--- config.mk ---
export PLATFORM = sky130hd
export DESIGN_NAME = tsp2o_route_ram
export DESIGN_NICKNAME = d
export VERILOG_FILES = /design/src/tsp2o_pkg.sv /design/src/tsp2o_route_ram.sv
export SDC_FILE = /design/constraint.sdc
export NUM_CORES = 1
export LEC_CHECK = 0
export ABC_CLOCK_PERIOD_IN_PS = 2200
export BUFFER_PORTS_ARGS = -buffer_cell sky130_fd_sc_hd__buf_2
export CAP_MARGIN = 10
export CORE_AREA = 3 3 147 149
export DETAILED_ROUTE_END_ITERATION = 8
export DIE_AREA = 0 0 150 152
export SYNTH_ARGS = -nofsm -noshare
export SYNTH_HDL_FRONTEND = slang
export SYNTH_SLANG_ARGS = --single-unit
export TNS_END_PERCENT = 5
--- constraint.sdc ---
create_clock -name clk -period 2.2 [get_ports clk]
set_clock_uncertainty 0.05 [all_clocks]
set_input_delay 0.11 -clock clk [delete_from_list [all_inputs] [get_ports clk]]
set_output_delay 0.11 -clock clk [all_outputs]
set_load 0.02 [all_outputs]
--- src/tsp2o_pkg.sv ---
// Shared types and constants for the 2-opt route search block.
// Used by the route memory, the cost evaluator and the top level.
package tsp2o_pkg;

  localparam int MaxCities = 32;
  localparam int IdxBits   = 5;
  localparam int CntBits   = 6;
  localparam int DistBits  = 16;
  localparam int CostBits  = 22;
  localparam int ShowBits  = 21;

  localparam logic [1:0] CmdDist   = 2'd0;
  localparam logic [1:0] CmdRoute  = 2'd1;
  localparam logic [1:0] CmdRun    = 2'd2;
  localparam logic [1:0] CmdUnused = 2'd3;

  localparam logic RegCityCount = 1'b0;
  localparam logic RegPassLimit = 1'b1;

  typedef struct packed {
    logic [1:0]  cmd;
    logic [4:0]  row;
    logic [4:0]  col;
    logic [15:0] distance;
    logic [4:0]  position;
    logic [4:0]  city;
  } in_t;

  typedef struct packed {
    logic [4:0]  out_position;
    logic [4:0]  out_city;
    logic [20:0] tour_cost;
    logic [15:0] passes_used;
    logic        last;
  } out_t;

  // Control from the sequencer to the cost evaluator
  typedef struct packed {
    logic               start;
    logic [IdxBits-1:0] i;
    logic [IdxBits-1:0] k;
    logic [CntBits-1:0] n;
  } ev_ctl_t;

  typedef enum logic [8:0] {
    StIdle  = 9'b000000001,
    StEval  = 9'b000000010,
    StCheck = 9'b000000100,
    StSwRd  = 9'b000001000,
    StSwWa  = 9'b000010000,
    StSwWb  = 9'b000100000,
    StOutRd = 9'b001000000,
    StOutLd = 9'b010000000,
    StOutWt = 9'b100000000
  } state_t;

endpackage

--- src/tsp2o_route_ram.sv ---
// Route memory: one city index per position, two registered read ports, one write.
// Depends on tsp2o_pkg.
module tsp2o_route_ram (
  input  logic                          clk,
  input  logic [tsp2o_pkg::IdxBits-1:0] addr_a,
  input  logic [tsp2o_pkg::IdxBits-1:0] addr_b,
  input  logic                          we,
  input  logic [tsp2o_pkg::IdxBits-1:0] waddr,
  input  logic [tsp2o_pkg::IdxBits-1:0] wdata,
  output logic [tsp2o_pkg::IdxBits-1:0] q_a,
  output logic [tsp2o_pkg::IdxBits-1:0] q_b
);

  logic [tsp2o_pkg::IdxBits-1:0] mem [tsp2o_pkg::MaxCities];

  // Write one position, read two
  always_ff @(posedge clk) begin
    if (we) begin
      mem[waddr] <= wdata;
    end
    q_a <= mem[addr_a];
    q_b <= mem[addr_b];
  end

endmodule

-- After elaboration in Yosys (flattened, before gate mapping)
Memories as Yosys holds them, arrays and structs flattened. A register that Yosys moved wholly into a read port is not among the register bits.
Index checks and enable logic that the tools add are counted.
- register bits: 0
- memory bits (writable): 160
- input bits: 22
- memories: 1
- memory list (name ; words ; bits a word ; read ports ; clocked after memory_dff ; wr ports ; line ; text):
    mem ; 32 ; 5 ; 2 ; 2 ; 1 ; tsp2o_route_ram.sv:14 ; logic [tsp2o_pkg::IdxBits-1:0] mem [tsp2o_pkg::MaxCities];
- muxes and demuxes: 2
- operator list (kind ; count):
    $mux W1 ; 2

-- Depth between registers and ports, before layout
Gate-level depths: netlist of the first run.
- depth after elaboration: 2
- gate-level depth with buffers: 5
- gate-level depth less buffers: 3

-- Least setup slack after synthesis of the first run
Ideal clock, no wire load.
- path kind: input port to flip-flop
- start: input port addr_a[1] in the netlist's numbering
- end: register q_a[0] in the netlist's numbering, read port of mem
- setup time: 0.121 ns
- arrival: 1.748 ns
- slack: 0.281 ns
- cell stages on the path: 5
- path buffers: 2
- cell sequence: clkbuf_1 > buf_2 > mux4_2 > mux4_2 > mux2_2
- RTL lines (item ; line ; text):
    start, declared ; tsp2o_route_ram.sv:5 ; input logic [tsp2o_pkg::IdxBits-1:0] addr_a,
    end, declared ; tsp2o_route_ram.sv:10 ; output logic [tsp2o_pkg::IdxBits-1:0] q_a,

==> impl_metrics.toml, run 1 <==
[clock_tree]
clock_latency_ps = 430
tritoncts_num_sinks = 170
h-tree-depth = 4
ctsLongestPathBuffers = 2
tritoncts.num_buffers = 17
cts_setup_buffers = 0
post_cts.resized_instances = 0
holdBufCountCts = 0
cts_tree = "built"
clk_root_buffer_cell = "clkbuf_16"
clk_pin_slew_worst_paths_ps = 70

[final_layout]
area_growth_pct = 16.35
diodes = 0
layout.cells.most_common = "edfxtp_1"
final_nets = 418
num-fill-cells = 1727
drive_above_1_share_pct = 48.17
layout.cells.most_common_list = "160 x edfxtp_1, 100 x mux4_2, 33 x nor2_1"

[power]
internal_power_w = 0.005727
leakage_nw = 2.823
sw_share_pct = 22.95
comb_power_share_pct = 8.3
totalPowerFinal_w = 0.007433
p_clk_share_pct = 42.8
power.switching_w = 0.001706
power.density_mw_per_mm2 = 832.5
ir_drop_mv = 0.5664
seq_power_share_pct = 48.9

[route]
drc_violations_left = 0
detail-route-antenna-nets = 0
drt-wirelength-per-cell_um = 27.85
route.detailed.vias_per_inst = 5.919
route.vias.total = 4019
drt-pass1-iter-count = 5
dr.first_iter.drc_count = 456
route.final.wire_length_um = 18910

[timing]
grt_setup_unrepaired = "false"
achievable-frequency_mhz = 517.8
slew_headroom_pct = 53.00
timing.final.max_slew_violations = 0
setup_viol_count_final = 0
finalCritPeriodShare_pct = 87.79
timing_worst_slew_pin_value_ps = 702.4
final-hold-violation-count = 0
total_negative_setup_slack_ps = 0
layout_min_cycle_time_ps = 1931

[global_routing]
antenna_found_initial = 0
first_pass_grt_wire_length_um = 28500
first_global_vias = 4189
grtUsageTotal_pct = 17.38
maximum_number_of_pins_on_one_net_before_global_route_repair = 41
grt_overflow = 0

[synthesis]
mappedNetlistArea_sq_mm = 0.007674
avg_synthesized_cell_area_sq_um = 22.05
netlist_instances = 348
synth_nets = 370
postSynthRegisterBits = 170
post_synth_num_cell_types = 13
sequential_area_share_after_synthesis_pct = 65.22
ys_warn_count = 0

[setup_path]
critPathTopFamily = "multiplexers"
worstPathCellList = "mux4_2 > mux4_2 > mux2_2"
crit_slowest_cell = "mux4_2"
crit_path_max_fanout = 2
timing_worst_setup_path_type = "flop to flop"
cp_slowest_stage_delay_ps = 540
startpoint_type = "flop"
critical_path_arrival_ps = 2200
worst_path_most_repeated_cell = "mux4_2"
critical_path.n_buffers_inverters = 0
cp-end-kind = "flop"
cp.required_ps = 2470

[die]
fp.coreArea_sq_mm = 0.02030
fp.dieArea_sq_mm = 0.02280
pin_count = 32
effective_utilization_at_floorplan_pct = 37.80
num_rows = 52
fp.dieH_um = 152
floorplan.die.width_um = 150

[placed_design]
detailed_place_hpwl_um = 12890
gp_congestion = 0.8486
port-buffer-count = 31

[min_path]
min_path_type = "primary input to flop"

[flow_run]
maxCapViolations = 0

[run_status]
run_status = "complete, no violations"
[area by class of cell]
type                            count  area (sq um)  area share [%]
Tap cell                          270         337.8           3.784
Clock inverter                     15         200.2           2.242
Multi-Input combinational cell    155          2572           28.81
Sequential cell                   170          5005           56.05
Timing Repair Buffer               52         387.9           4.344
Clock buffer                       17         425.4           4.765
[power groups by stage]
stage               sequential (W)  combinational, W  clock, W
floorplan                  0.00372          0.000349         0
global placement           0.00370          0.000617         0
detailed placement         0.00370          0.000624         0
CTS                        0.00363          0.000626   0.00323
global route               0.00364          0.000655   0.00337
finish                     0.00363          0.000617   0.00318
[cells by family (layout without fill, tap and decap cells)]
logic type	count (synthesis)	in the layout	share of synthesized area (%)
simple gates	45	45	2.707
mux	110	110	30.82
flops	170	170	65.22
buf+inv	23	84	1.255
[Yosys cell counts]
cell,instances,area [sq um]
edfxtp_1,160,4805
mux4_2,100,2252
nor2_1,33,123.9
clkbuf_1,12,45.04
dfxtp_1,10,200.2
mux2_2,10,112.6
buf_2,8,40.04
nand3b_1,5,37.54
buf_1,3,11.26
or3b_2,3,26.28
nand3_1,2,10.01
nand2_1,1,3.750
or3_1,1,6.260
[worst paths after layout]
kind / endpoint / cells past startpoint / slack, ps / from
min reg2reg: q_b[0] / 3 / 890 / mem[11][0]
max reg2reg: q_b[2] / 3 / 270 / mem[21][2]
max: q_b[2] / 3 / 270 / mem[21][2]
min: q_a[2] / 2 / 40 / addr_a[3]
[state kept, by name (all words and copies together), names as in the netlist]
name and cells:
q_b 5, mem 160, q_a 5
[stage by stage]
stage / hold WS (ps) / worst slack, ps / utilization, % / instances / area (sq um)
floorplan: 158.9 / 281.1 / - / 348 / 7674
global placement: 474.4 / 134.4 / 40.90 / 647 / 8303
detailed placement: 469.5 / 123.4 / 40.90 / 647 / 8303
CTS: 18.42 / 268.6 / 43.98 / 679 / 8929
global route: 40.49 / 262.4 / 43.98 / 679 / 8929
finish: 44.57 / 268.6 / 43.98 / 679 / 8929
[per-layer routing]
metal	share of wire, %	GRT usage (%)	vias to the layer above	wire length, um
met3	7.7	4.170	28	1464
met4	2.2	6.231	0	410
met5	0	0	-	0
met2	48	25.82	217	9040
met1	42	25.23	2147	7995
li1	-	-	1627	-
[worst register-to-register path, stage by stage (launching register included)]
cell and delay, ps:
edfxtp_1 440, mux4_2 510, mux4_2 540, mux2_2 280
No activity file was read; power rests on OpenSTA's default activity.
==> run 2, diff against run 1 <==
--- a/config.mk
+++ b/config.mk
@@ -5,7 +5,7 @@
 export SDC_FILE = /design/constraint.sdc
 export NUM_CORES = 1
 export LEC_CHECK = 0
-export ABC_CLOCK_PERIOD_IN_PS = 2200
+export ABC_CLOCK_PERIOD_IN_PS = 2500
 export BUFFER_PORTS_ARGS = -buffer_cell sky130_fd_sc_hd__buf_2
 export CAP_MARGIN = 10
 export CORE_AREA = 3 3 147 149
==> constraint.sdc (replaced) <==
create_clock -name clk -period 2.5 [get_ports clk]
set_clock_uncertainty 0.05 [all_clocks]
set_input_delay 0.125 -clock clk [delete_from_list [all_inputs] [get_ports clk]]
set_output_delay 0.125 -clock clk [all_outputs]
set_load 0.02 [all_outputs]
==> run 2 against run 1 <==
Highest routed layer unchanged. Clock power down 19%. Die area unchanged. Combinational power shrank 13%. Final area is 1.5% lower. Register-to-register slack improved by 320 ps. Sequential share of layout area rose by 0.88 points. Cell count decreased by 1.9%. Hold slack better by 2.4 ps.
==> impl_metrics.toml, run 2 (synthesized netlist as in run 1, its figures left out) <==
[run_status]
run_status = "complete, no violations"

[setup_path]
critical_path.n_buffers_inverters = 0
cp.required_ps = 2780
cp-end-kind = "flop"
worstPathCellList = "mux4_2 > mux4_2 > mux2_2"
crit_path_max_fanout = 2
startpoint_type = "flop"
critPathTopFamily = "multiplexers"
timing_worst_setup_path_type = "flop to flop"
crit_slowest_cell = "mux4_2"
cp_slowest_stage_delay_ps = 540
critical_path_arrival_ps = 2190
worst_path_most_repeated_cell = "mux4_2"
critical_path.reg2reg.startpoint = "mem[20][1]"
setup.worst_path.start = "mem[20][1]"

[timing]
timing.final.max_slew_violations = 0
achievable-frequency_mhz = 522.9
grt_setup_unrepaired = "false"
layout_min_cycle_time_ps = 1913
timing.hold.ws_ps = 46.93
setup_viol_count_final = 0
final-hold-violation-count = 0
total_negative_setup_slack_ps = 0
timing_worst_slew_pin_value_ps = 759.5
slew_headroom_pct = 49.18
finalCritPeriodShare_pct = 76.50

[route]
route.detailed.vias_per_inst = 5.815
drc_violations_left = 0
dr.first_iter.drc_count = 410
detail-route-antenna-nets = 0
drt-pass1-iter-count = 5
route.final.wire_length_um = 18480
drt-wirelength-per-cell_um = 27.75
route.vias.total = 3873

[clock_tree]
cts_setup_buffers = 0
clock_latency_ps = 430
tritoncts.num_buffers = 17
clk_root_buffer_cell = "clkbuf_16"
clk_pin_slew_worst_paths_ps = 70
tritoncts_num_sinks = 170
ctsLongestPathBuffers = 2
cts_tree = "built"
h-tree-depth = 4
post_cts.resized_instances = 0

[placed_design]
detailed_place_hpwl_um = 12730
port-buffer-count = 31
gp_congestion = 0.8679
post-place-cells = 633

[die]
fp.dieArea_sq_mm = 0.02280
num_rows = 52
pin_count = 32
fp.coreArea_sq_mm = 0.02030
fp.dieH_um = 152
floorplan.die.width_um = 150
effective_utilization_at_floorplan_pct = 37.80

[final_layout]
area_growth_pct = 14.56
layout.cells.most_common_list = "160 x edfxtp_1, 100 x mux4_2, 33 x nor2_1"
diodes = 0
final_nets = 405
layout.cells.most_common = "edfxtp_1"
most_flops_register = "mem"
finalNonFillerCells = 666
largest_registers = "mem: 160 flops, q_a: 5 flops, q_b: 5 flops"
drive_above_1_share_pct = 46.21
largest_reg_flops = 160

[flow_run]
maxCapViolations = 0

[global_routing]
grtUsageTotal_pct = 16.94
first_global_vias = 4053
grt_overflow = 0
maximum_number_of_pins_on_one_net_before_global_route_repair = 33
antenna_found_initial = 0
first_pass_grt_wire_length_um = 27900

[power]
power.density_mw_per_mm2 = 715.5
leakage_nw = 2.726
ir_drop_mv = 0.4149

[min_path]
min_path_type = "primary input to flop"
hold_path_startpoint = "addr_b[3]"
run 2: metrics by stage:
stage          power (W)  cell area, sq um  setup WS, ps  utilization (%)
2_1_floorplan   0.003579              7674         566.1                -
3_3_place_gp    0.003787              8210         292.0            40.45
3_5_place_dp    0.003795              8210         288.8            40.45
4_1_cts         0.006338              8791         583.7            43.31
5_1_grt         0.006484              8791         533.5            43.31
6_report        0.006290              8791         587.5            43.31
run 2: layout make-up:
type                       instances  area [sq um]
clock inverter                    15         145.1
tap                              270         337.8
timing repair buffer              39         305.3
fill                            1736         11510
sequential                       170          5005
clock buffer                      17         425.4
multi-input combinational        155          2572
run 2: worst paths after layout:
| kind | endpoint | slack (ps) | depth (start not counted) |
|---|---|---|---|
| hold / removal | q_b[2] | 50 | 2 |
| setup reg to reg | q_b[1] | 590 | 3 |
| hold reg to reg | q_b[2] | 880 | 3 |
| setup / recovery | q_b[1] | 590 | 3 |
run 2: layer usage:
| layer | track usage (%) | vias to the layer above | routed length (um) |
|---|---|---|---|
| met2 | 25.56 | 161 | 9008 |
| met3 | 3.187 | 18 | 1117 |
| met4 | 5.752 | 0 | 310 |
| met1 | 24.94 | 2098 | 8045 |
| met5 | 0 | - | 0 |
| li1 | - | 1596 | - |
run 2: worst register-to-register path, cell delays in order, from the launching register on:
cell and delay (ps):
edfxtp_1 410, mux4_2 520, mux4_2 540, mux2_2 280
run 2: power breakdown:
| group | leakage [nW] | switching (W) | internal, W |
|---|---|---|---|
| Combinational | 0.920 | 0.000283 | 0.000256 |
| Clock | 0.280 | 0.00123 | 0.00133 |
| Sequential | 1.53 | 0.0000248 | 0.00317 |
| Total | 2.73 | 0.00153 | 0.00476 |
run 2: what timing repair did:
item	CTS	global route
setup endpoints to repair	0	0
hold endpoints to repair	5	0
hold buffers	1	0
==> run 3, diff against run 2 <==
--- a/config.mk
+++ b/config.mk
@@ -5,7 +5,7 @@
 export SDC_FILE = /design/constraint.sdc
 export NUM_CORES = 1
 export LEC_CHECK = 0
-export ABC_CLOCK_PERIOD_IN_PS = 2500
+export ABC_CLOCK_PERIOD_IN_PS = 1890
 export BUFFER_PORTS_ARGS = -buffer_cell sky130_fd_sc_hd__buf_2
 export CAP_MARGIN = 10
 export CORE_AREA = 3 3 147 149
==> constraint.sdc (replaced) <==
create_clock -name clk -period 1.89 [get_ports clk]
set_clock_uncertainty 0.05 [all_clocks]
set_input_delay 0.0945 -clock clk [delete_from_list [all_inputs] [get_ports clk]]
set_output_delay 0.0945 -clock clk [all_outputs]
set_load 0.02 [all_outputs]
==> run 3 against run 2 <==
The flow now finishes with violations (negative setup slack). Sequential power rose by 33%. Sequential share of layout area fell by 1.9 points. Critical path depth stayed put. Clock power rose by 34%. Critical path type unchanged. Critical endpoint is now q_b[0].
==> impl_metrics.toml, run 3 (synthesized netlist as in run 1, its figures left out) <==
[min_path]
holdPathStages = 1
min_path_type = "primary input to flop"
hold_path_startpoint = "wdata[2]"

[timing]
slew_headroom_pct = 59.50
final-hold-violation-count = 0
finalCritPeriodShare_pct = 100.5
layout_min_cycle_time_ps = 1900
timing.hold.ws_ps = 148.9
achievable-frequency_mhz = 526.3
setup_viol_count_final = 1
grt_setup_unrepaired = "true"
timing_worst_slew_pin_value_ps = 607.5
timing.final.max_slew_violations = 0
post-route-worst-setup-slack_ps = -10.03

[placed_design]
gp_congestion = 0.8031
port-buffer-count = 31
detailed_place_hpwl_um = 12770
detailedPlace.worstSlack_ps = -113.4

[power]
power.density_mw_per_mm2 = 922.4
power.switching_w = 0.001812
internal_power_w = 0.006575
ir_drop_mv = 0.6686
sw_share_pct = 21.61
p_clk_share_pct = 40.8
leakage_nw = 2.919
comb_power_share_pct = 8.8
seq_power_share_pct = 50.4

[setup_path]
timing_worst_setup_path_type = "flop to flop"
worstPathCellList = "mux4_2 > mux4_2 > mux2_4"
crit_path_max_fanout = 2
worst_path_most_repeated_cell = "mux4_2"
crit_slowest_cell = "mux4_2"
ff2ff_path_depth = 3
startpoint_type = "flop"
cp.required_ps = 2160
setup.worst_path.start = "mem[30][0]"
critical_path_arrival_ps = 2170
critical_path.reg2reg.startpoint = "mem[30][0]"
cp_slowest_stage_delay_ps = 540
cp-end-kind = "flop"

[route]
route.vias.total = 4012
detail-route-antenna-nets = 0
drc_violations_left = 0
route.final.wire_length_um = 18060
drt-pass1-iter-count = 5
dr.first_iter.drc_count = 453
route.detailed.vias_per_inst = 5.723
drt-wirelength-per-cell_um = 25.77

[global_routing]
first_pass_grt_wire_length_um = 27930
antenna_found_initial = 0
first_global_vias = 4113
grtUsageTotal_pct = 16.87
grt_overflow = 0
maximum_number_of_pins_on_one_net_before_global_route_repair = 33

[die]
num_rows = 52
fp.dieH_um = 152
fp.coreArea_sq_mm = 0.02030
floorplan.die.width_um = 150
pin_count = 32
fp.dieArea_sq_mm = 0.02280
effective_utilization_at_floorplan_pct = 37.80

[clock_tree]
tritoncts_num_sinks = 170
h-tree-depth = 4
tritoncts.num_buffers = 17
ctsLongestPathBuffers = 2
clk_root_buffer_cell = "clkbuf_16"
clk_pin_slew_worst_paths_ps = 60
cts_tree = "built"
cts_setup_buffers = 0
clock_latency_ps = 430

[run_status]
run_status = "complete, but fails checks"
failing_checks = "negative setup slack"

[final_layout]
post-route-util_pct = 44.80
largest_registers = "mem: 160 flops, q_a: 5 flops, q_b: 5 flops"
largest_reg_flops = 160
layout.cells.most_common = "edfxtp_1"
diodes = 0
layout.cells.most_common_list = "160 x edfxtp_1, 100 x mux4_2, 33 x nor2_1, 33 x buf_4, 31 x buf_2"
most_flops_register = "mem"
area_growth_pct = 18.51
drive_above_1_share_pct = 49.42
final_nets = 440

[flow_run]
maxCapViolations = 0
[run 3: changes by cell type in the layout (fill, tap and decap cells not counted), moves of 2 or more]
cell        delta
buf_4         +33
clkbuf_8       +2
clkinvlp_4     +2
mux2_2         -3
inv_6          -2
clkbuf_1       +4
mux2_4         +3
inv_8          -8
bufinv_16      +2
[run 3: stage by stage]
step	area, sq um	total power [W]	setup TNS [ps]	cells
after floorplan	7684	0.004737	-66.92	348
after global placement	8478	0.005021	-947.9	667
after detailed placement	8478	0.005036	-968.1	667
after CTS	9090	0.008441	-7.006	701
after global routing	9094	0.008645	-132.3	701
final	9094	0.008388	-10.03	701
[run 3: layout make-up]
class | count | area (sq um)
Timing Repair Buffer | 74 | 583.1
Tap cell | 270 | 337.8
Sequential cell | 170 | 5005
Fill cell | 1711 | 11210
Clock inverter | 9 | 116.4
Clock buffer | 23 | 467.9
Multi-Input combinational cell | 155 | 2584
[run 3: critical path, delay by kind of cell (launching register included)]
| kind | cells | cell delay, ps |
|---|---|---|
| DFF | 1 | 420 |
| muxes | 3 | 1320 |
[run 3: power by group through the flow]
stage	clock network (W)	logic [W]	registers, W
2_1_floorplan	0	0.000409	0.00433
3_3_place_gp	0	0.000712	0.00431
3_5_place_dp	0	0.000727	0.00431
4_1_cts	0.00347	0.000737	0.00423
5_1_grt	0.00363	0.000781	0.00423
6_report	0.00343	0.000734	0.00423
[run 3: final timing paths]
check	to	slack (ps)
hold / removal	mem[1][2]	150
setup / recovery	q_b[0]	-10
hold reg to reg	q_a[0]	880
setup reg to reg	q_b[0]	-10
[run 3: timing repair]
| action | in CTS | in global routing |
|---|---|---|
| hold buffers | 2 | 0 |
| pin swaps | 0 | 0 |
| gates resized for setup | 2 | 1 |
| hold endpoints to repair | 10 | 0 |
| setup endpoints to repair | 2 | 7 |
[run 3: layer usage]
layer / part of all wire [%] / global-route usage, % / vias to the layer above / wire length, um
li1: - / - / 1662 / -
met1: 42 / 24.82 / 2134 / 7572
met2: 49 / 25.36 / 202 / 8863
met3: 7.9 / 4.230 / 14 / 1428
met4: 1.1 / 4.444 / 0 / 198
met5: 0 / 0 / - / 0
